[config.mk]
export PLATFORM = sky130hd
export DESIGN_NAME = lsps_isqrt
export DESIGN_NICKNAME = d
export VERILOG_FILES = /design/src/rtl/core/lsps_pkg.sv /design/src/rtl/core/lsps_isqrt.sv
export SDC_FILE = /design/constraint.sdc
export NUM_CORES = 1
export LEC_CHECK = 0
export ABC_CLOCK_PERIOD_IN_PS = 9250
export BUFFER_PORTS_ARGS = -buffer_cell sky130_fd_sc_hd__buf_2
export CAP_MARGIN = 20
export CORE_MARGIN = 3
export CORE_UTILIZATION = 45
export DETAILED_ROUTE_END_ITERATION = 6
export SLEW_MARGIN = 20
export SYNTH_ARGS = -nofsm -noshare
export SYNTH_HDL_FRONTEND = slang
export SYNTH_SLANG_ARGS = --single-unit
[constraint.sdc]
create_clock -name clk -period 9.25 [get_ports clk]
set_input_delay 0.4625 -clock clk [delete_from_list [all_inputs] [get_ports clk]]
set_output_delay 0.4625 -clock clk [all_outputs]
set_load 0.1 [all_outputs]
[src/rtl/core/lsps_pkg.sv]
// Shared widths, types and codes for the lit sphere pixel shader.
// No dependencies; used by lsps_isqrt and lit_sphere_pixel_shader_top.
package lsps_pkg;

	// Raster size; positions at or beyond it are background.
	localparam int COLUMNS = 1024;
	localparam int ROWS    = 1024;

	// Field and datapath widths.
	localparam int COORD_W     = 10;
	localparam int CENTRE_W    = 11;
	localparam int OFS_W       = 12;
	localparam int SQ_W        = 22;
	localparam int D2_W        = 23;
	localparam int RAD_SQ_W    = 32;
	localparam int DIR_W       = 16;
	localparam int PACKED_W    = 3 * DIR_W;
	localparam int XY_PROD_W   = OFS_W + DIR_W;
	localparam int XY_SUM_W    = XY_PROD_W + 1;
	localparam int ROOT_W      = 20;
	localparam int RADICAND_W  = 2 * ROOT_W;
	localparam int REM_W       = ROOT_W + 2;
	localparam int SQRT_STAGES = ROOT_W / 2;
	localparam int Z_PROD_W    = ROOT_W + 1 + DIR_W;
	localparam int DOT_W       = Z_PROD_W + 2;
	localparam int CFG_DATA_W  = 64;
	localparam int CFG_ADDR_W  = 6;

	typedef logic signed [XY_SUM_W-1:0] xy_sum_t;

	// Data that travels beside the radicand through the square root pipeline.
	typedef struct packed {
		logic    in_disc;
		xy_sum_t sun_xy;
		xy_sum_t earth_xy;
	} shade_side_t;

	// Register indexes on the configuration port.
	localparam logic [2:0] REG_CENTER_X        = 3'd0;
	localparam logic [2:0] REG_CENTER_Y        = 3'd1;
	localparam logic [2:0] REG_RADIUS_SQ       = 3'd2;
	localparam logic [2:0] REG_SUN_DIRECTION   = 3'd3;
	localparam logic [2:0] REG_EARTH_DIRECTION = 3'd4;

	// Shade classes.
	localparam logic [1:0] CLS_BG    = 2'd0;
	localparam logic [1:0] CLS_SUN   = 2'd1;
	localparam logic [1:0] CLS_EARTH = 2'd2;
	localparam logic [1:0] CLS_DARK  = 2'd3;

	// Colours as {red, green, blue}.
	localparam logic [23:0] RGB_BG    = {8'd0, 8'd0, 8'd0};
	localparam logic [23:0] RGB_SUN   = {8'd100, 8'd100, 8'd0};
	localparam logic [23:0] RGB_EARTH = {8'd157, 8'd204, 8'd224};
	localparam logic [23:0] RGB_DARK  = {8'd179, 8'd179, 8'd179};

endpackage

[src/rtl/core/lsps_isqrt.sv]
// Pipelined integer square root, two root bits per stage, with sideband data.
// Depends on lsps_pkg for widths and the sideband struct.
module lsps_isqrt (
	input  logic                                clk,
	input  logic                                arst_n,
	input  logic                                in_valid,
	output logic                                in_ready,
	input  logic [lsps_pkg::RADICAND_W-1:0]     in_radicand,
	input  lsps_pkg::shade_side_t               in_side,
	output logic                                out_valid,
	input  logic                                out_ready,
	output logic [lsps_pkg::ROOT_W-1:0]         out_root,
	output lsps_pkg::shade_side_t               out_side
);

	typedef struct packed {
		logic [lsps_pkg::REM_W-1:0]  rem;
		logic [lsps_pkg::ROOT_W-1:0] root;
	} sq_step_t;

	// One restoring step: bring down two radicand bits and try the next root bit.
	function automatic sq_step_t sqrt_step(input logic [lsps_pkg::REM_W-1:0] rem,
			input logic [lsps_pkg::ROOT_W-1:0] root, input logic [1:0] pair);
		logic [lsps_pkg::REM_W+1:0] r;
		logic [lsps_pkg::REM_W+1:0] t;
		sq_step_t res;
		r = {rem, pair};
		t = (lsps_pkg::REM_W+2)'({root, 2'b01});
		if (r >= t) begin
			res.rem  = lsps_pkg::REM_W'(r - t);
			res.root = {root[lsps_pkg::ROOT_W-2:0], 1'b1};
		end else begin
			res.rem  = lsps_pkg::REM_W'(r);
			res.root = {root[lsps_pkg::ROOT_W-2:0], 1'b0};
		end
		return res;
	endfunction

	localparam int LAST = lsps_pkg::SQRT_STAGES - 1;

	logic [lsps_pkg::SQRT_STAGES-1:0] v_s;
	logic [lsps_pkg::SQRT_STAGES-1:0] en;
	logic [lsps_pkg::REM_W-1:0]       rem_s  [lsps_pkg::SQRT_STAGES];
	logic [lsps_pkg::ROOT_W-1:0]      root_s [lsps_pkg::SQRT_STAGES];
	logic [lsps_pkg::RADICAND_W-1:0]  rad_s  [lsps_pkg::SQRT_STAGES];
	lsps_pkg::shade_side_t            side_s [lsps_pkg::SQRT_STAGES];

	// Each stage resolves two root bits and shifts the radicand on by four bits.
	for (genvar k = 0; k < lsps_pkg::SQRT_STAGES; k++) begin : g_stage
		logic                            prev_v;
		logic [lsps_pkg::REM_W-1:0]      prev_rem;
		logic [lsps_pkg::ROOT_W-1:0]     prev_root;
		logic [lsps_pkg::RADICAND_W-1:0] prev_rad;
		lsps_pkg::shade_side_t           prev_side;
		sq_step_t                        first;
		sq_step_t                        second;

		if (k == 0) begin : g_head
			assign prev_v    = in_valid;
			assign prev_rem  = '0;
			assign prev_root = '0;
			assign prev_rad  = in_radicand;
			assign prev_side = in_side;
		end else begin : g_body
			assign prev_v    = v_s[k-1];
			assign prev_rem  = rem_s[k-1];
			assign prev_root = root_s[k-1];
			assign prev_rad  = rad_s[k-1];
			assign prev_side = side_s[k-1];
		end

		if (k == LAST) begin : g_tail_en
			assign en[k] = !v_s[k] || out_ready;
		end else begin : g_mid_en
			assign en[k] = !v_s[k] || en[k+1];
		end

		assign first  = sqrt_step(prev_rem, prev_root,
				prev_rad[lsps_pkg::RADICAND_W-1 -: 2]);
		assign second = sqrt_step(first.rem, first.root,
				prev_rad[lsps_pkg::RADICAND_W-3 -: 2]);

		// Stage valid bit.
		always_ff @(posedge clk or negedge arst_n) begin
			if (!arst_n) begin
				v_s[k] <= 1'b0;
			end else if (en[k]) begin
				v_s[k] <= prev_v;
			end
		end

		// Stage payload.
		always_ff @(posedge clk) begin
			if (en[k] && prev_v) begin
				rem_s[k]  <= second.rem;
				root_s[k] <= second.root;
				rad_s[k]  <= {prev_rad[lsps_pkg::RADICAND_W-5:0], 4'b0000};
				side_s[k] <= prev_side;
			end
		end
	end

	assign in_ready  = en[0];
	assign out_valid = v_s[LAST];
	assign out_root  = root_s[LAST];
	assign out_side  = side_s[LAST];

`ifndef SYNTHESIS
	// The final remainder never exceeds twice the root, or a root bit was missed.
	a_rem_bound: assert property (@(posedge clk) disable iff (!arst_n)
		out_valid |-> ({1'b0, rem_s[LAST]} <= {2'b00, root_s[LAST], 1'b0}))
		else $error("square root remainder out of range");

	// A wholly empty pipeline always lets it take a new radicand.
	a_ready_when_empty: assert property (@(posedge clk) disable iff (!arst_n)
		!out_valid && (v_s == {1'b0, {LAST{1'b0}}}) |-> in_ready)
		else $error("square root pipeline stalled while empty");

	// An accepted radicand lands in the first stage.
	a_accept_lands: assert property (@(posedge clk) disable iff (!arst_n)
		in_valid && in_ready |=> v_s[0])
		else $error("accepted radicand lost at first stage");
`endif

endmodule
* Word-level counts from Yosys, hierarchy flattened
Memories as Yosys holds them, arrays and structs flattened.
Cells that the tools add are included.
** Storage, ports and cells
- Register bits after elaboration :: 10
- Memory bits (writable) :: 1370
- Bits of input ports :: 103
- Output and inout port bits :: 81
- Logic and storage cells :: 124
- Memories :: 4
** Memories
- side_s :: words 10, width 59, rd ports 10, clocked after memory_dff 0, wr ports 10, RTL line lsps_isqrt.sv:46 : lsps_pkg::shade_side_t side_s [lsps_pkg::SQRT_STAGES];
- rad_s :: words 10, width 36, rd ports 9, clocked after memory_dff 0, wr ports 10, RTL line lsps_isqrt.sv:45 : logic [lsps_pkg::RADICAND_W-1:0] rad_s [lsps_pkg::SQRT_STAGES];
- rem_s :: words 10, width 22, rd ports 9, clocked after memory_dff 0, wr ports 10, RTL line lsps_isqrt.sv:43 : logic [lsps_pkg::REM_W-1:0] rem_s [lsps_pkg::SQRT_STAGES];
- root_s :: words 10, width 20, rd ports 10, clocked after memory_dff 0, wr ports 10, RTL line lsps_isqrt.sv:44 : logic [lsps_pkg::ROOT_W-1:0] root_s [lsps_pkg::SQRT_STAGES];
** Operators by class
- $add $sub $neg :: 20
- $lt $le $gt $ge :: 20
- Muxes and demuxes :: 40
- Reductions and logical operators :: 30
** Operators by type and width (count)
- $mux 42 :: 20
- $ge 24x22->1 :: 19
- $sub 22x22->22 :: 19
- $mux 1 :: 20
- $logic_and 1x1->1 :: 10
- $logic_not 1->1 :: 10
- $logic_or 1x1->1 :: 10
- $sub 2x1->3 const B :: 1
- $ge 2x1->1 const B :: 1

* Depth between registers and ports, before layout
- Word-level depth :: 14
- Gate-level depth with buffers :: 25
- Gate-level depth less buffers :: 23

* Worst setup path after synthesis
Ideal clock, no wire load.
- Path kind :: register to register
- From :: register v_s (netlist bit out_valid)
- To :: memory rad_s[4][16] in the netlist's numbering, enable pin
- Library setup time :: 0.647 ns
- Data arrival time :: 6.788 ns
- Data required time :: 8.603 ns
- Setup slack :: 1.815 ns
- Stages on the path, launching flop included :: 5
- Path buffers :: 0
- Clock period less this slack :: 7.435 ns
- Path through :: dfrtp_1 > nor2b_1 > nand3_1 > nor2_1 > a31oi_1
** RTL lines
- start: declaration :: RTL line lsps_isqrt.sv:41 : logic [lsps_pkg::SQRT_STAGES-1:0] v_s;
- start signal: indexed assignment :: RTL line lsps_isqrt.sv:88 : v_s[k] <= prev_v;
- end: declaration :: RTL line lsps_isqrt.sv:45

==> results.sh <==
export IMPL_status="completed"
export IMPL_synth_top_area_frac=0.657
export IMPL_synth_compound_area_frac=0.0946
export IMPL_fin_area_um2=56000
export IMPL_r2r_cells=22
export IMPL_synth_cells=3590
export IMPL_initial_core_util=0.454
export IMPL_synth_fa_ha_area_frac=0.0583
export IMPL_coreArea_um2=107000
export IMPL_antenna_cells=0
export IMPL_cp_slowest_cell="clkinv_1"
export IMPL_cp_common_cell="a21oi_1"
export IMPL_fp_dieArea_um2=112000
export IMPL_crit_required_ps=9690
export IMPL_period_minus_slack_ps=7070
export IMPL_areaGrowthSynthToFinish_pct=15.0
export IMPL_overflow=0
export IMPL_cts_sinks=1075
export IMPL_root_buffer="clkbuf_16"
export IMPL_maxSlewViolCount=0
export IMPL_synth_cell_types=107
export IMPL_ys_ff_latch=1075
export IMPL_worst_path_stages=22
export IMPL_critical_path_cell_chain="inv_1, ha_1, nand4_1, nor3_1, a31oi_1, and2_1, nand2_1, clkinv_1, nor2_1, nor2_1, ha_1, a21o_1, a21oi_1, o311ai_0, a21oi_1, o21ai_0, a21oi_1, o21ai_0, a2111oi_0, nand3_1, buf_4, mux2_2"
export IMPL_synth_area_leader_cell="edfxtp_1"
export IMPL_grt_max_degree=73
export IMPL_rsz0062_at_grt="false"
export IMPL_dpl_cell_area_um2=51300
export IMPL_crit_path_end_kind="flop"
export IMPL_drt_initial_drc_count=1975
export IMPL_drive_gt1_frac=0.120
export IMPL_power_density_nw_per_um2=291
export IMPL_start_kind="flop"
export IMPL_critPathCapture="rem_s[7][13]$_DFFE_PP_"
export IMPL_die_x_um=335
export IMPL_path_clk_slew_ps=60
export IMPL_skew_ps=50.3
export IMPL_synthSimpleGateAreaFrac=0.103
export IMPL_htreeDepth=3
export IMPL_synth_edf_count=1065
export IMPL_cts_buffers=109
export IMPL_ctsResizeCount=0
export IMPL_path_class="flop to flop"
export IMPL_total_power_w=0.0163
export IMPL_gp_congestion=0.889
export IMPL_port_buffers=183
export IMPL_worst_pin_slew_ps=1040
export IMPL_worstPathMaxFanout=24
export IMPL_min_period_over_period=0.765
export IMPL_hold_viol=0
export IMPL_synth_xor_area_share=0.0484
export IMPL_syn_area_um2=48700
export IMPL_synthTopCellsByCount="edfxtp_1, nor2_1, ha_1"
export IMPL_timing_rr_start="root_s[6][6]$_DFFE_PP_"
export IMPL_cp_arrival_ps=7520
export IMPL_clockBufferDepth=3
export IMPL_r2r_slack_ps=2180
export IMPL_vdd_drop_max_mv=0.220
export IMPL_p_leak_nw=21.4
export IMPL_slowest_delay_ps=810
export IMPL_yosysSeqAreaShare=0.662
export IMPL_antenna_found_initial=4
export IMPL_dr_total_vias=29000
export IMPL_post_dp_hpwl_um=73600
export IMPL_yosysWarnings=0
export IMPL_die_h_um=335
export IMPL_async_reset_ff_frac=0.00930
export IMPL_synthMuxAreaShare=0.0126
export IMPL_layout_nets=4260
export IMPL_timing_rr_end="rem_s[7][13]$_DFFE_PP_"
export IMPL_crit_start="root_s[6][6]$_DFFE_PP_"
export IMPL_fin_setup_tns_ps=0
export IMPL_insertion_delay_ps=700
export IMPL_path_delay_family="compound AO/OA/AOI/OAI gates"
export IMPL_cts_setup_buffers=0
export IMPL_drv_cap=0
export IMPL_drcViolationCount=0
export IMPL_firstDrtPassIters=7
export IMPL_routed_wl_um=103000
export IMPL_setup_viol=0
export IMPL_grt_pass1_vias=28700
export IMPL_grt_pass1_wl_um=161000
export IMPL_row_count=120
export IMPL_ys_flop_type="edfxtp_1"
export IMPL_avgSynthCellArea_um2=13.6
export IMPL_place_inst=5129
export IMPL_yosys_top_cells_area="edfxtp_1, ha_1, xnor2_1, a21oi_1, nor2_1"
export IMPL_max_slew_margin=0.297
export IMPL_num_io_pins=184
export IMPL_avgRoutedWirePerCell_um=19.0
export IMPL_synth_top_family_by_area="simple AND/OR/NAND/NOR gates"
export IMPL_layout_cells_non_filler=5425
export IMPL_yosysMostFrequentCell="edfxtp_1"
export IMPL_hold_class="input pin to flop"
export IMPL_max_freq_mhz=141
export IMPL_cts_tree="done"
export IMPL_routed_via_density=5.34
export IMPL_grt_usage=0.184
export IMPL_ant_nets=0
export IMPL_worstPathBufferInverterCount=3
## per-stage QoR
| step | utilization | hold WS (ps) | setup WS, ps |
|---|---|---|---|
| finish | 0.523 | 89.6 | 2180 |
| global route | 0.523 | 60.1 | 1660 |
| CTS | 0.523 | 45.0 | 2290 |
| detailed placement | 0.479 | 357 | 2350 |
| global placement | 0.479 | 348 | 2420 |
| floorplan | - | 167 | 1810 |
## worst min path at each step
stage	startpoint	endpoint	slack (ps)	depth (start not counted)
6_report	in_radicand[39]	root_s[0][1]$_DFFE_PP_	90	2
5_1_grt	in_radicand[14]	rad_s[0][14]$_DFFE_PP_	60	1
4_1_cts	in_radicand[14]	rad_s[0][14]$_DFFE_PP_	40	1
3_5_place_dp	arst_n	out_valid$_DFFE_PN0P_	360	1
3_3_place_gp	arst_n	out_valid$_DFFE_PN0P_	350	1
2_1_floorplan	arst_n	g_stage[1].prev_v$_DFFE_PN0N_	170	0
## where the power goes
group | switching (W) | total (W) | internal [W] | leakage, nW
Sequential | 0.000514 | 0.00732 | 0.00681 | 10.3
Clock | 0.00185 | 0.00454 | 0.00268 | 1.81
Combinational | 0.00290 | 0.00445 | 0.00155 | 9.37
Total | 0.00526 | 0.0163 | 0.0110 | 21.4
## sequential cells by signal, summed over array words and instances (netlist names)
| register | cells |
|---|---|
| g_stage.prev_v | 9 |
| root_s | 110 |
| out_valid | 1 |
| rem_s | 185 |
| side_s | 590 |
| rad_s | 180 |
## per-layer routing
metal	wire (um)	track usage	part of all wire	up-vias
met4	2490	0.0529	0.024	0
met5	0	0	0	-
met3	4490	0.0243	0.043	164
li1	-	-	-	14200
met2	49900	0.313	0.48	647
met1	46400	0.247	0.45	14000
## cells in the final DEF (no fill, tap or decap), types with 18 or more instances in the layout
cell,count
o211ai_1,22
o21ai_0,131
nor4_1,27
clkbuf_16,109
o21a_1,37
a31oi_1,21
xor2_1,88
a211oi_1,21
nand3_1,69
a21o_1,77
clkinv_1,20
nand2b_1,54
edfxtp_1,1065
nand2_1,223
o31ai_1,29
nor2_1,258
o21bai_1,18
ha_1,227
or3_1,29
buf_2,183
or2_2,21
nand4_1,37
or4_1,23
and2_1,20
xnor2_1,181
a21oi_1,221
inv_1,194
dlygate4sd3_1,93
mux2_2,34
clkbuf_1,19
buf_4,21
nor3_1,87
nor2b_1,27
## kinds of logic after synthesis
logic type | count (synthesis)
flip-flops | 1075
AND/OR/NAND/NOR | 982
multiplexers | 55
adder cells (fa/ha/maj) | 227
XOR/XNOR | 269
other | 1
AO/OA/AOI/OAI | 711
buffers and inverters | 270
## repair_timing
| action | CTS | global route |
|---|---|---|
| setup endpoints to repair | 0 | 0 |
| hold buffers | 93 | 0 |
| endpoints found under the hold margin | 102 | 0 |
## cell type report
| cell class | instances | area, um2 |
|---|---|---|
| fillers | 9082 | 51200 |
| flip-flops and latches | 1075 | 32200 |
| multi-input cells | 2246 | 15500 |
| clock buffers | 131 | 2840 |
| repair buffers | 298 | 2020 |
| well taps | 1403 | 1760 |
| clock inverters | 72 | 936 |
| inverters | 200 | 753 |
(Power assumes the default switching activity.)
